$ cat config.mk
export PLATFORM = sky130hd
export DESIGN_NAME = wlcf_fifo
export DESIGN_NICKNAME = d
export VERILOG_FILES = /design/src/rtl/core/wlcf_pkg.sv /design/src/rtl/core/wlcf_fifo.sv
export SDC_FILE = /design/constraint.sdc
export NUM_CORES = 1
export LEC_CHECK = 0
export BUFFER_PORTS_ARGS = -buffer_cell sky130_fd_sc_hd__buf_2
export CELL_PAD_IN_SITES_DETAIL_PLACEMENT = 1
export CELL_PAD_IN_SITES_GLOBAL_PLACEMENT = 2
export CORE_MARGIN = 2
export CORE_UTILIZATION = 42
export DETAILED_ROUTE_END_ITERATION = 10
export GPL_TIMING_DRIVEN = 0
export PLACE_DENSITY_LB_ADDON = 0.1
export SLEW_MARGIN = 20
export SYNTH_ARGS = -nofsm -noshare
export SYNTH_HDL_FRONTEND = slang
export SYNTH_SLANG_ARGS = --single-unit
export TNS_END_PERCENT = 50
$ cat constraint.sdc
create_clock -name clk -period 5.07 [get_ports clk]
set_input_delay 0.7605 -clock clk [delete_from_list [all_inputs] [get_ports clk]]
set_output_delay 0.7605 -clock clk [all_outputs]
set_load 0.02 [all_outputs]
$ cat src/rtl/core/wlcf_pkg.sv
// ----------------------------------------------------------------------------
// wlcf_pkg
// Shared types and constants of the Wallis local-contrast filter core.
// ----------------------------------------------------------------------------
package wlcf_pkg;

  localparam int unsigned PSUM_W    = 19;
  localparam int unsigned SSUM_W    = 27;
  localparam int unsigned DVD_W     = 27;
  localparam int unsigned DVS_W     = 15;
  localparam int unsigned DIV_STEPS = 27;
  localparam int unsigned CFG_IDX_W = 2;
  localparam int unsigned CFG_DAT_W = 14;

  localparam logic [CFG_IDX_W-1:0] CFG_TARGET_MEAN     = 2'd0;
  localparam logic [CFG_IDX_W-1:0] CFG_TARGET_VARIANCE = 2'd1;
  localparam logic [CFG_IDX_W-1:0] CFG_CONTRAST_Q4     = 2'd2;
  localparam logic [CFG_IDX_W-1:0] CFG_BRIGHTNESS_Q4   = 2'd3;

  localparam logic [7:0]  RST_TARGET_MEAN     = 8'd127;
  localparam logic [13:0] RST_TARGET_VARIANCE = 14'd3600;
  localparam logic [4:0]  RST_CONTRAST_Q4     = 5'd13;
  localparam logic [4:0]  RST_BRIGHTNESS_Q4   = 5'd8;

  typedef struct packed {
    logic [7:0]  target_mean;
    logic [13:0] target_variance;
    logic [4:0]  contrast_q4;
    logic [4:0]  brightness_q4;
  } cfg_t;

  typedef struct packed {
    logic [7:0]        centre;
    logic [PSUM_W-1:0] psum;
    logic [SSUM_W-1:0] ssum;
    logic              last;
  } job_t;

  typedef enum logic [1:0] {
    F_IDLE,
    F_UPD,
    F_CRD,
    F_PUSH
  } front_state_t;

  typedef enum logic [3:0] {
    B_IDLE,
    B_DMEAN,
    B_DSQ,
    B_CALC1,
    B_CALC2,
    B_DREC,
    B_MUL,
    B_FIN,
    B_OUT
  } back_state_t;

endpackage

$ cat src/rtl/core/wlcf_fifo.sv
// ----------------------------------------------------------------------------
// wlcf_fifo
// Two-entry job queue between the window front end and the arithmetic back end.
// ----------------------------------------------------------------------------
module wlcf_fifo (
  input  logic            clk,
  input  logic            rst_n,
  input  logic            push_valid,
  output logic            push_ready,
  input  wlcf_pkg::job_t  push_data,
  output logic            pop_valid,
  input  logic            pop_ready,
  output wlcf_pkg::job_t  pop_data
);

  wlcf_pkg::job_t slot_r [2];
  logic           wptr_r, wptr_nxt;
  logic           rptr_r, rptr_nxt;
  logic [1:0]     cnt_r, cnt_nxt;
  logic           do_push, do_pop;

  assign push_ready = (cnt_r != 2'd2);
  assign pop_valid  = (cnt_r != 2'd0);
  assign pop_data   = slot_r[rptr_r];
  assign do_push    = push_valid && push_ready;
  assign do_pop     = pop_valid && pop_ready;

  always_comb begin
    wptr_nxt = do_push ? ~wptr_r : wptr_r;
    rptr_nxt = do_pop ? ~rptr_r : rptr_r;
    cnt_nxt  = cnt_r + {1'b0, do_push} - {1'b0, do_pop};
  end

  always_ff @(posedge clk) begin
    if (!rst_n) begin
      wptr_r <= 1'b0;
      rptr_r <= 1'b0;
      cnt_r  <= 2'd0;
    end else begin
      wptr_r <= wptr_nxt;
      rptr_r <= rptr_nxt;
      cnt_r  <= cnt_nxt;
    end
  end

  always_ff @(posedge clk) begin
    if (do_push) begin
      slot_r[wptr_r] <= push_data;
    end
  end

endmodule

==> summary.txt <==
Status
  – Status: completed

Worst setup path
  – CP Class: register to output port
  – Critical Path RT: 4310 ps
  – CP Max Fanout: 10
  – RR Startpoint: cnt_r[0]$_SDFF_PN0_
  – Reg-to-Reg End: cnt_r[1]$_SDFF_PN0_
  – Reg2Reg Depth: 8
  – Worst Setup End Kind: output port
  – Critical Path Start Type: register
  – Worst EP arrival: 1690 ps
  – Reg-to-reg slack, setup: 3370 ps

Power and ir drop
  – Pleak: 0.00235 µW
  – Pwr/cell area: 573 nW/µm²
  – Cell Int Power: 2510 µW
  – Net Sw Power: 883 µW
  – Peak VDD IR: 275 µV
  – Clock Power Share: 37.5%
  – Total power: 3390 µW
  – Net Sw Frac: 26.1%
  – Flop pwr share: 36.4%
  – Logic pwr share: 26.2%

Yosys
  – Largest cells by area after synthesis: edfxtp_1 74%, mux2_4 17%, buf_12 2.2%
  – Warnings, synthesis: 0
  – Top_reg_cell synth: edfxtp_1
  – Seq cells post-synth: 115
  – Share of the synthesized area in the top cell type: 74.1%
  – Syn nets: 256
  – Asr flop ratio synth: 0%
  – Most common cell in the netlist: edfxtp_1
  – Cells after Synth: 195
  – Seq/Total Area, Yosys: 76.4%
  – Synth unique cells: 18
  – Number of synthesized flops with an enable pin: 110
  – Commonest cells in the netlist: 110 x edfxtp_1, 50 x mux2_4, 5 x buf_12, 5 x dfxtp_1, 5 x mux2_2
  – Area leader, netlist: edfxtp_1
  – Mapped Area: 4460 µm²
  – Synthesized area per cell: 22.8 µm²

Finish
  – Filler cells: 953
  – Post-route cell area: 5910 µm²
  – Nets@finish: 393
  – Antenna diodes: 0
  – Final core utilization: 57.3%
  – Area Overhead vs Synth: 32.7%
  – Final std cells w/o fill: 480
  – Reg area: 3400 µm²
  – Fraction of layout cells with a size suffix above 1: 60.8%
  – Multi-input logic area: 950 µm²

CTS
  – CTS H-tree depth: 4
  – Post-CTS Resized: 0
  – Worst skew pair latency: 510 ps
  – Clock Tree Root: clkbuf_8
  – Hold Buf Count CTS: 0
  – Post-CTS Setup Inserts: 0
  – Max clock buf depth: 2
  – Clk pin slew, worst setup/hold paths: 50 ps
  – TritonCTS clock tree: yes
  – Total CTS buffers: 17
  – CTS Sinks: 115

Drt
  – Vias: 2213
  – DRC: 0
  – DRT iter0 DRCs: 47
  – Wire per inst: 16.3 µm
  – Post-route ant nets: 0
  – Vias per std cell: 4.61
  – Total routed wirelength: 7.81 mm
  – DRT Pass-1 Iters: 4

Timing
  – Pins Over Slew Limit: 0
  – RSZ-0062 raised after global routing: no
  – Worst Skew: 10.3 ps
  – Hold Slack: 437 ps
  – Max frequency: 407 MHz
  – Minimum clock period: 2450 ps
  – Tightest Pin Transition: 452 ps
  – Final setup viols: 0
  – Period utilization: 48.4%
  – Hold Vio Cnt, Final: 0
  – Slew Limit Headroom: 69.8%

Placement
  – Post-DP HPWL: 5.30 mm
  – Placed cells: 449
  – Buffers on Ports: 115
  – Routability congestion estimate from global placement: 0.693
  – Area post-placement: 5280 µm²

Floorplanning
  – Core box area: 10300 µm²
  – Initial Util: 43.2%
  – Chip width: 107 µm
  – IO Pins: 116
  – Die area: 11400 µm²
  – Die Height: 107 µm
  – Row cnt: 37

Hold path
  – Hold path start: push_data[17]
  – Worst Hold Depth: 1
  – Hold endpoint: slot_r[0][17]$_DFFE_PP_
  – Worst hold path class: input pin to register

Flow run
  – Maxcap violations: 0

Global route
  – GRT Util Overall: 15.0%
  – Vias in the first global route: 2434
  – First-pass GRT wire length: 12.4 mm
  – Grt ovf: 0
  – Antenna violations before repair: 0
  – Largest net degree at the start of global routing: 29
[cells in the final DEF (no fill, tap or decap)]
cell type,n
clkinv_2,3
dfxtp_1,5
edfxtp_1,110
clkinv_1,2
mux2i_1,1
and3_4,1
clkbuf_1,2
ha_1,2
mux2_4,50
nor2_4,1
clkinv_4,1
nand2_1,2
buf_16,1
clkbuf_8,1
clkbuf_16,16
buf_12,7
buf_2,115
nand2b_1,2
mux2_2,5
or2_2,1
inv_1,1
o21a_1,1
bufinv_16,6
buf_6,1
xnor2_1,3
nor2b_1,2
and2_1,2
[cell families (layout without fill, tap and decap cells)]
kind of cell	Yosys count	in the layout	synth area share, %
AO/OA/AOI/OAI	1	1	0.169
XOR/XNOR	3	3	0.590
adder cells (fa/ha/maj)	2	2	0.562
buffers and inverters	7	156	2.58
flip-flops	115	115	76.4
multiplexers	56	56	18.3
AND/OR/NAND/NOR	11	11	1.38
[power by group through the flow]
stage,clock network (µW),logic (µW),registers [µW]
floorplan,0,647,1250
finish,1270,887,1230
global placement,0,865,1260
global route,1330,951,1250
detailed placement,0,901,1250
CTS,1300,906,1230
[per-layer routing]
metal	GRT usage [%]	up-vias	routed length, µm
met5	0	-	0
met4	8.07	0	156
met3	6.57	15	586
met2	24.7	82	4040
met1	16.3	1079	3030
li1	-	1037	-
[final cells by class]
class,instances,share of cell area (%)
Clock buffer,19,7.13
Timing Repair Buffer,118,10.9
Buffer,6,1.88
Sequential cell,115,57.5
Multi-Input combinational cell,73,16.1
Clock inverter,12,3.58
Tap cell,136,2.88
Inverter,1,0.0635
[state kept, by name, summed over array words and instances (netlist names), named ones only]
signal and cells:
slot_r 110, rptr_r 1, wptr_r 1, cnt_r 2
[worst max-delay path, stage by stage (launching register included)]
cell and delay [ps]:
dfxtp_1 330, buf_6 210, buf_12 170, mux2_4 300, buf_2 160
[worst max-delay path by stage]
stage / startpoint / endpoint / slack, ps
2_1_floorplan: push_valid / slot_r[0][0]$_DFFE_PP_ / 1440
3_3_place_gp: push_valid / slot_r[0][50]$_DFFE_PP_ / -80
3_5_place_dp: push_valid / cnt_r[1]$_SDFF_PN0_ / 3050
4_1_cts: register / pop_data[29] / 2570
5_1_grt: register / pop_data[29] / 2540
6_report: register / pop_data[29] / 2620
[through the flow]
stage / TNS, ps / worst slack, ps
global placement: -4410 / -83.9
global route: 0 / 2540
detailed placement: 0 / 3050
finish: 0 / 2620
floorplan: 0 / 1440
CTS: 0 / 2570
Power figures use the tool's default switching activity.
