**config.mk**
```make
export PLATFORM = sky130hd
export DESIGN_NAME = wlcf_back
export DESIGN_NICKNAME = d
export VERILOG_FILES = /design/src/rtl/core/wlcf_pkg.sv /design/src/rtl/core/wlcf_back.sv
export SDC_FILE = /design/constraint.sdc
export NUM_CORES = 2
export LEC_CHECK = 0
export ABC_CLOCK_PERIOD_IN_PS = 10100
export BUFFER_PORTS_ARGS = -buffer_cell sky130_fd_sc_hd__buf_2
export CAP_MARGIN = 30
export CORE_MARGIN = 10
export CORE_UTILIZATION = 25
export DETAILED_ROUTE_END_ITERATION = 6
export MAX_ROUTING_LAYER = met4
export SYNTH_ARGS = -nofsm -noshare
export SYNTH_HDL_FRONTEND = slang
export SYNTH_SLANG_ARGS = --single-unit
```
**constraint.sdc**
```tcl
create_clock -name clk -period 10.1 [get_ports clk]
set_input_delay 0.505 -clock clk [delete_from_list [all_inputs] [get_ports clk]]
set_output_delay 0.505 -clock clk [all_outputs]
set_load 0.005 [all_outputs]
```
**src/rtl/core/wlcf_pkg.sv**
```systemverilog
// ----------------------------------------------------------------------------
// wlcf_pkg
// Shared types and constants of the Wallis local-contrast filter core.
// ----------------------------------------------------------------------------
package wlcf_pkg;

  localparam int unsigned PSUM_W    = 19;
  localparam int unsigned SSUM_W    = 27;
  localparam int unsigned DVD_W     = 27;
  localparam int unsigned DVS_W     = 15;
  localparam int unsigned DIV_STEPS = 27;
  localparam int unsigned CFG_IDX_W = 2;
  localparam int unsigned CFG_DAT_W = 14;

  localparam logic [CFG_IDX_W-1:0] CFG_TARGET_MEAN     = 2'd0;
  localparam logic [CFG_IDX_W-1:0] CFG_TARGET_VARIANCE = 2'd1;
  localparam logic [CFG_IDX_W-1:0] CFG_CONTRAST_Q4     = 2'd2;
  localparam logic [CFG_IDX_W-1:0] CFG_BRIGHTNESS_Q4   = 2'd3;

  localparam logic [7:0]  RST_TARGET_MEAN     = 8'd127;
  localparam logic [13:0] RST_TARGET_VARIANCE = 14'd3600;
  localparam logic [4:0]  RST_CONTRAST_Q4     = 5'd13;
  localparam logic [4:0]  RST_BRIGHTNESS_Q4   = 5'd8;

  typedef struct packed {
    logic [7:0]  target_mean;
    logic [13:0] target_variance;
    logic [4:0]  contrast_q4;
    logic [4:0]  brightness_q4;
  } cfg_t;

  typedef struct packed {
    logic [7:0]        centre;
    logic [PSUM_W-1:0] psum;
    logic [SSUM_W-1:0] ssum;
    logic              last;
  } job_t;

  typedef enum logic [1:0] {
    F_IDLE,
    F_UPD,
    F_CRD,
    F_PUSH
  } front_state_t;

  typedef enum logic [3:0] {
    B_IDLE,
    B_DMEAN,
    B_DSQ,
    B_CALC1,
    B_CALC2,
    B_DREC,
    B_MUL,
    B_FIN,
    B_OUT
  } back_state_t;

endpackage

```
**src/rtl/core/wlcf_back.sv**
```systemverilog
// ----------------------------------------------------------------------------
// wlcf_back
// Window statistics by reciprocal multiplication and the Wallis formula,
// with a bit-serial divider for the denominator reciprocal.
// ----------------------------------------------------------------------------
module wlcf_back #(
  parameter int unsigned WIN = 21
) (
  input  logic           clk,
  input  logic           rst_n,
  input  wlcf_pkg::cfg_t cfg,
  input  logic           job_valid,
  output logic           job_ready,
  input  wlcf_pkg::job_t job_data,
  output logic           out_tvalid,
  input  logic           out_tready,
  output logic [7:0]     out_pixel,
  output logic           out_last
);

  localparam int unsigned NPIX   = WIN * WIN;
  localparam int unsigned CNTW   = $clog2(wlcf_pkg::DIV_STEPS);
  localparam int unsigned NSH    = wlcf_pkg::DVD_W + $clog2(NPIX);
  localparam int unsigned RCPW   = wlcf_pkg::DVD_W + 1;
  // ceil(2^NSH / NPIX): exact floor division for every 27-bit sum
  localparam logic [63:0] NRECIP = ((64'd1 << NSH) + 64'(NPIX) - 64'd1) / 64'(NPIX);

  wlcf_pkg::back_state_t state_r, state_nxt;
  wlcf_pkg::job_t        job_r;

  logic [wlcf_pkg::DVD_W-1:0] dvd_r, dvd_nxt;
  logic [wlcf_pkg::DVS_W-1:0] dvs_r, dvs_nxt;
  logic [wlcf_pkg::DVS_W-1:0] rem_r, rem_nxt;
  logic [wlcf_pkg::DVD_W-1:0] quo_r, quo_nxt;
  logic [CNTW-1:0]            cnt_r, cnt_nxt;
  logic [wlcf_pkg::DVS_W:0]   rem_sh;
  logic                       q_bit, div_last;

  logic [wlcf_pkg::DVD_W-1:0]      nd_opd;
  logic [wlcf_pkg::DVD_W+RCPW-1:0] nd_prod;

  logic [7:0]  mean_r, mean_nxt;
  logic [13:0] sq_r, sq_nxt;
  logic [13:0] msq_r, msq_nxt;
  logic [22:0] t_r, t_nxt;
  logic [7:0]  bg_r, bg_nxt;
  logic [13:0] cg_r, cg_nxt;
  logic [7:0]  bm_r, bm_nxt;
  logic [22:0] num_r, num_nxt;
  logic [14:0] d_r, d_nxt;
  logic [17:0] r_r, r_nxt;
  logic [22:0] q_r, q_nxt;
  logic [7:0]  res_r, res_nxt;
  logic        ov_r, ov_nxt;
  logic [7:0]  opix_r, opix_nxt;
  logic        olast_r, olast_nxt;

  logic signed [8:0]  dpm;
  logic signed [23:0] t_full;
  logic signed [5:0]  omc, omb;
  logic signed [20:0] cg_full;
  logic signed [14:0] bm_full;
  logic [12:0]        bg_full;
  logic [13:0]        var_w;
  logic [18:0]        cv_full;
  logic signed [28:0] tc_full;
  logic signed [41:0] prod;
  logic signed [23:0] wsum;
  logic [22:0]        w23;

  assign rem_sh   = {rem_r, dvd_r[wlcf_pkg::DVD_W-1]};
  assign q_bit    = (rem_sh >= {1'b0, dvs_r});
  assign div_last = (cnt_r == CNTW'(wlcf_pkg::DIV_STEPS - 1));

  assign job_ready  = (state_r == wlcf_pkg::B_IDLE);
  assign out_tvalid = ov_r;
  assign out_pixel  = opix_r;
  assign out_last   = olast_r;

  always_comb begin
    nd_opd  = (state_r == wlcf_pkg::B_DMEAN) ? wlcf_pkg::DVD_W'(job_r.psum) : job_r.ssum;
    nd_prod = nd_opd * NRECIP[RCPW-1:0];
    dpm     = $signed({1'b0, job_r.centre}) - $signed({1'b0, mean_r});
    t_full  = dpm * $signed({1'b0, cfg.target_variance});
    omc     = 6'sd16 - $signed({1'b0, cfg.contrast_q4});
    omb     = 6'sd16 - $signed({1'b0, cfg.brightness_q4});
    cg_full = omc * $signed({1'b0, cfg.target_variance});
    bm_full = omb * $signed({1'b0, mean_r});
    bg_full = cfg.brightness_q4 * cfg.target_mean;
    var_w   = sq_r - msq_r;
    cv_full = cfg.contrast_q4 * var_w;
    tc_full = $signed(t_r) * $signed({1'b0, cfg.contrast_q4});
    prod    = $signed(num_r) * $signed({1'b0, r_r});
    wsum    = $signed({q_r[22], q_r}) + $signed({16'd0, bg_r}) + $signed({16'd0, bm_r});
    w23     = wsum[22:0];
  end

  always_comb begin
    state_nxt = state_r;
    dvd_nxt   = {dvd_r[wlcf_pkg::DVD_W-2:0], 1'b0};
    dvs_nxt   = dvs_r;
    rem_nxt   = q_bit ? wlcf_pkg::DVS_W'(rem_sh - {1'b0, dvs_r})
                      : wlcf_pkg::DVS_W'(rem_sh);
    quo_nxt   = {quo_r[wlcf_pkg::DVD_W-2:0], q_bit};
    cnt_nxt   = cnt_r + CNTW'(1);
    mean_nxt  = mean_r;
    sq_nxt    = sq_r;
    msq_nxt   = msq_r;
    t_nxt     = t_r;
    bg_nxt    = bg_r;
    cg_nxt    = cg_r;
    bm_nxt    = bm_r;
    num_nxt   = num_r;
    d_nxt     = d_r;
    r_nxt     = r_r;
    q_nxt     = q_r;
    res_nxt   = res_r;
    ov_nxt    = ov_r && !out_tready;
    opix_nxt  = opix_r;
    olast_nxt = olast_r;
    case (state_r)
      wlcf_pkg::B_IDLE: begin
        if (job_valid) begin
          state_nxt = wlcf_pkg::B_DMEAN;
        end
      end
      wlcf_pkg::B_DMEAN: begin
        mean_nxt  = nd_prod[NSH +: 8];
        state_nxt = wlcf_pkg::B_DSQ;
      end
      wlcf_pkg::B_DSQ: begin
        sq_nxt    = nd_prod[NSH +: 14];
        state_nxt = wlcf_pkg::B_CALC1;
      end
      wlcf_pkg::B_CALC1: begin
        msq_nxt   = 14'(mean_r * mean_r);
        t_nxt     = t_full[22:0];
        bg_nxt    = bg_full[11:4];
        cg_nxt    = cg_full[17:4];
        bm_nxt    = bm_full[11:4];
        state_nxt = wlcf_pkg::B_CALC2;
      end
      wlcf_pkg::B_CALC2: begin
        num_nxt   = tc_full[26:4];
        d_nxt     = {1'b0, cv_full[17:4]} + {1'b0, cg_r};
        dvd_nxt   = wlcf_pkg::DVD_W'(1) << 17;
        dvs_nxt   = d_nxt;
        rem_nxt   = '0;
        cnt_nxt   = '0;
        state_nxt = wlcf_pkg::B_DREC;
      end
      wlcf_pkg::B_DREC: begin
        if (div_last) begin
          r_nxt     = (d_r == '0) ? '1 : quo_nxt[17:0];
          state_nxt = wlcf_pkg::B_MUL;
        end
      end
      wlcf_pkg::B_MUL: begin
        q_nxt     = prod[39:17];
        state_nxt = wlcf_pkg::B_FIN;
      end
      wlcf_pkg::B_FIN: begin
        if (w23[22]) begin
          res_nxt = 8'd0;
        end else if (w23[21:8] != '0) begin
          res_nxt = 8'hFF;
        end else begin
          res_nxt = w23[7:0];
        end
        state_nxt = wlcf_pkg::B_OUT;
      end
      wlcf_pkg::B_OUT: begin
        if (!ov_r || out_tready) begin
          ov_nxt    = 1'b1;
          opix_nxt  = res_r;
          olast_nxt = job_r.last;
          state_nxt = wlcf_pkg::B_IDLE;
        end
      end
      default: begin
        state_nxt = wlcf_pkg::B_IDLE;
      end
    endcase
  end

  always_ff @(posedge clk) begin
    if (!rst_n) begin
      state_r <= wlcf_pkg::B_IDLE;
      ov_r    <= 1'b0;
    end else begin
      state_r <= state_nxt;
      ov_r    <= ov_nxt;
    end
  end

  always_ff @(posedge clk) begin
    if (job_valid && job_ready) begin
      job_r <= job_data;
    end
    dvd_r   <= dvd_nxt;
    dvs_r   <= dvs_nxt;
    rem_r   <= rem_nxt;
    quo_r   <= quo_nxt;
    cnt_r   <= cnt_nxt;
    mean_r  <= mean_nxt;
    sq_r    <= sq_nxt;
    msq_r   <= msq_nxt;
    t_r     <= t_nxt;
    bg_r    <= bg_nxt;
    cg_r    <= cg_nxt;
    bm_r    <= bm_nxt;
    num_r   <= num_nxt;
    d_r     <= d_nxt;
    r_r     <= r_nxt;
    q_r     <= q_nxt;
    res_r   <= res_nxt;
    opix_r  <= opix_nxt;
    olast_r <= olast_nxt;
  end

endmodule

```
==> flow_metrics.py <==
metrics = {
    "status": {
        "status": "completed",
    },
    "global_route": {
        "grt_pass1_wl_mm": 208,
        "gr-total-overflow": 0,
        "grt_util_all_layers_pct": 11.1,
        "antenna_found_initial": 5,
        "grt_max_degree": 69,
        "grt_pass1_vias": 39800,
    },
    "floorplan": {
        "die_area_mm2": 0.235,
        "io_pins": 102,
        "design.core.area_mm2": 0.215,
        "placementRows": 170,
        "die_y_um": 485,
        "start_util_pct": 25.1,
        "die_width_um": 485,
    },
    "clock_tree": {
        "cts_tree": "yes",
        "numCtsBuffers": 36,
        "clockBufferDepth": 3,
        "postCtsResizedCells": 0,
        "htreeDepth": 2,
        "clkLatencyLatePin_ns": 0.60,
        "ctsHoldBuffers": 0,
        "root_buffer": "clkbuf_16",
        "clock_sinks": 291,
        "cts.reportedPaths.clkPinSlew_ns": 0.06,
        "post_cts_buffers": 0,
    },
    "drt": {
        "vias": 35800,
        "drtPass1Iterations": 7,
        "wl_per_cell_um": 14.8,
        "via_per_inst": 4.26,
        "drt_iter0_drc": 1480,
        "drc": 0,
        "ant_nets": 0,
        "finalWirelength_mm": 125,
    },
    "synthesis": {
        "yosysWarnings": 0,
        "synth.avg_cell_area_um2": 9.81,
        "yosysTopAreaCellShare_pct": 36.6,
        "ys_seq_elements": 291,
        "synth_cell_types": 72,
        "syn_nets": 7275,
        "ys_seq_area_share_pct": 15.2,
        "synthFlopType": "edfxtp_1",
        "syn_inst": 5503,
        "synth_edf_count": 239,
        "synth_area_leaders": "fa_1, ha_1, edfxtp_1",
        "netlist_area_mm2": 0.0540,
        "async_reset_ff_share_pct": 0,
        "synth_area_leader_cell": "fa_1",
    },
    "finish": {
        "final_util_pct": 27.5,
        "syn_to_final_growth_pct": 9.47,
        "nNetsFinal": 7310,
        "final_layout_size_suffix_gt1_share_pct": 4.53,
    },
    "sta": {
        "tns_ns": 0,
        "setup_viol": 0,
        "worst_slew_pin_slew_ns": 1.13,
        "hold_viol_final": 0,
        "min_period_ns": 9.10,
        "relSlewSlack_pct": 24.6,
        "fin_crit_sh_pct": 90.1,
        "max_freq_mhz": 110,
        "skew_ns": 0.0299,
        "rsz0062_at_grt": "no",
        "drv_slew": 0,
    },
    "setup_path": {
        "cp-endpoint": "sq_r[13]$_DFFE_PP_",
        "path_common_cell": "inv_1",
        "crit_fanout": 16,
        "r2r-start": "state_r[0]$_SDFFE_PN0P_",
        "start_kind": "flop",
        "reg2regPathDepth": 28,
        "rr_endpoint": "sq_r[13]$_DFFE_PP_",
        "arrival_ns": 9.43,
        "required_ns": 10.44,
        "crit_start": "state_r[0]$_SDFFE_PN0P_",
        "max_stage_delay_ns": 0.69,
        "crit_type": "flop to flop",
        "endpoint_kind": "flop",
        "cpMaxStageDelayCell": "inv_1",
        "r2r_slack_ns": 1.00,
    },
    "place": {
        "place.gp.congestion": 0.874,
        "port_buffers": 101,
        "dpl.hpwl_mm": 105,
    },
    "hold_path": {
        "min-delay-path-class": "input pin to flop",
    },
    "run": {
        "drv_cap": 0,
    },
}
stage by stage:
step	area, um2	instances	worst slack [ns]	hold WS [ns]
3_5_place_dp	57800	8338	0.955	0.329
2_1_floorplan	54000	5503	2.35	0.323
5_1_grt	59100	8407	0.334	0.0501
4_1_cts	59100	8404	0.940	0.0273
6_report	59100	8407	1.00	0.0855
3_3_place_gp	57800	8336	1.10	0.324
worst min-delay path by stage:
stage	from	to	slack, ns	depth (start not counted)
2_1_floorplan	quo_r[9]$_DFF_P_	quo_r[10]$_DFF_P_	0.32	0
3_3_place_gp	quo_r[15]$_DFF_P_	quo_r[16]$_DFF_P_	0.32	0
3_5_place_dp	quo_r[14]$_DFF_P_	quo_r[15]$_DFF_P_	0.33	0
4_1_cts	job_data[25]	job_r[25]$_DFFE_PP_	0.03	1
5_1_grt	job_data[29]	job_r[29]$_DFFE_PP_	0.05	1
6_report	job_data[25]	job_r[25]$_DFFE_PP_	0.09	1
logic make-up (layout without fill, tap and decap cells):
kind of cell	Yosys count	in the layout	synth area share [%]
AO/OA/AOI/OAI	400	400	4.99
AND/OR/NAND/NOR	1352	1352	12.3
flip-flops	291	291	15.2
XOR/XNOR	213	213	3.46
adder cells (fa/ha/maj)	1681	1681	52.7
buffers and inverters	1534	1597	10.7
multiplexers	32	32	0.603
other	0	3	0
synth_stat cells (all sizes together) (3+ instances only):
master,count
o31a,4
a31oi,10
dfxtp,52
and4,4
nor2b,42
o41ai,3
nand4,19
o21bai,28
mux2,4
nor4,9
nand2b,68
nand3,31
or4,3
clkbuf,145
and3,13
o2111ai,4
nor3,47
edfxtp,239
or2,19
mux2i,28
and2,374
a41oi,5
a211oi,16
a21oi,119
a21o,55
o31ai,15
o21ai,61
nor2,159
or3,11
xnor2,156
a31o,4
inv,1385
xor2,57
o21a,26
fa,987
a21boi,7
a211o,5
o211ai,14
buf,3
nand2,542
a2111oi,9
ha,694
area by class of cell:
type	count	area, um2
Fill cell	22400	156000
Multi-Input combinational cell	3678	40000
Sequential cell	291	8220
Inverter	1386	5200
Tap cell	2838	3550
Clock buffer	40	936
Timing Repair Buffer	145	841
Clock inverter	26	284
Antenna cell	3	7.51
registers in the layout, indices dropped and copies added, names as in the netlist:
register    cells
job_r          55
num_r          23
q_r            23
t_r            23
r_r            18
quo_r          17
d_r            15
rem_r          15
cg_r           14
sq_r           14
msq_r          13
dvd_r          10
bg_r            8
bm_r            8
mean_r          8
out_pixel       8
res_r           8
cnt_r           5
state_r         4
out_last        1
out_tvalid      1
critical path: cells and delay by family, from the launching register on:
kind | cells | cell delay [ns]
xor+xnor | 1 | 0.08
simple gates | 3 | 0.87
fa+ha+maj | 8 | 3.70
buf+inv | 9 | 1.46
compound gates | 6 | 1.75
mux | 1 | 0.49
flops | 1 | 0.48
routing by layer:
| layer | track usage [%] | wire [um] |
|---|---|---|
| met1 | 13.3 | 53800 |
| met2 | 19.8 | 63800 |
| met3 | 0.991 | 3610 |
| met4 | 3.18 | 3590 |
| met5 | - | 0 |
cell usage in the layout (no fill, tap or decap), types with 7 or more instances in the layout:
cell | netlist | layout
ha_1 | 694 | 694
nand2_1 | 542 | 542
o211ai_1 | 13 | 13
xor2_1 | 57 | 57
buf_2 | 1 | 102
and2_1 | 374 | 373
or3_1 | 11 | 11
fa_1 | 987 | 987
nand4_1 | 19 | 19
nor3_1 | 47 | 44
inv_1 | 1385 | 1385
buf_4 | 0 | 42
and3_1 | 13 | 13
nor2_1 | 158 | 157
a21o_1 | 55 | 55
a211oi_1 | 16 | 16
o21ai_0 | 60 | 60
clkinvlp_4 | 0 | 7
or2_2 | 19 | 19
nor2b_1 | 42 | 42
clkbuf_16 | 0 | 36
nand2b_1 | 68 | 68
a21oi_1 | 119 | 119
nand3_1 | 31 | 31
o21bai_1 | 28 | 28
nor4_1 | 9 | 9
edfxtp_1 | 239 | 239
a31oi_1 | 10 | 10
xnor2_1 | 156 | 156
o21a_1 | 26 | 26
dfxtp_1 | 52 | 52
o31ai_1 | 14 | 14
mux2i_1 | 28 | 28
Power is left out: the tool's default activity adds up to more than one toggle a clock period on the data nets, which glitch-free logic cannot reach.
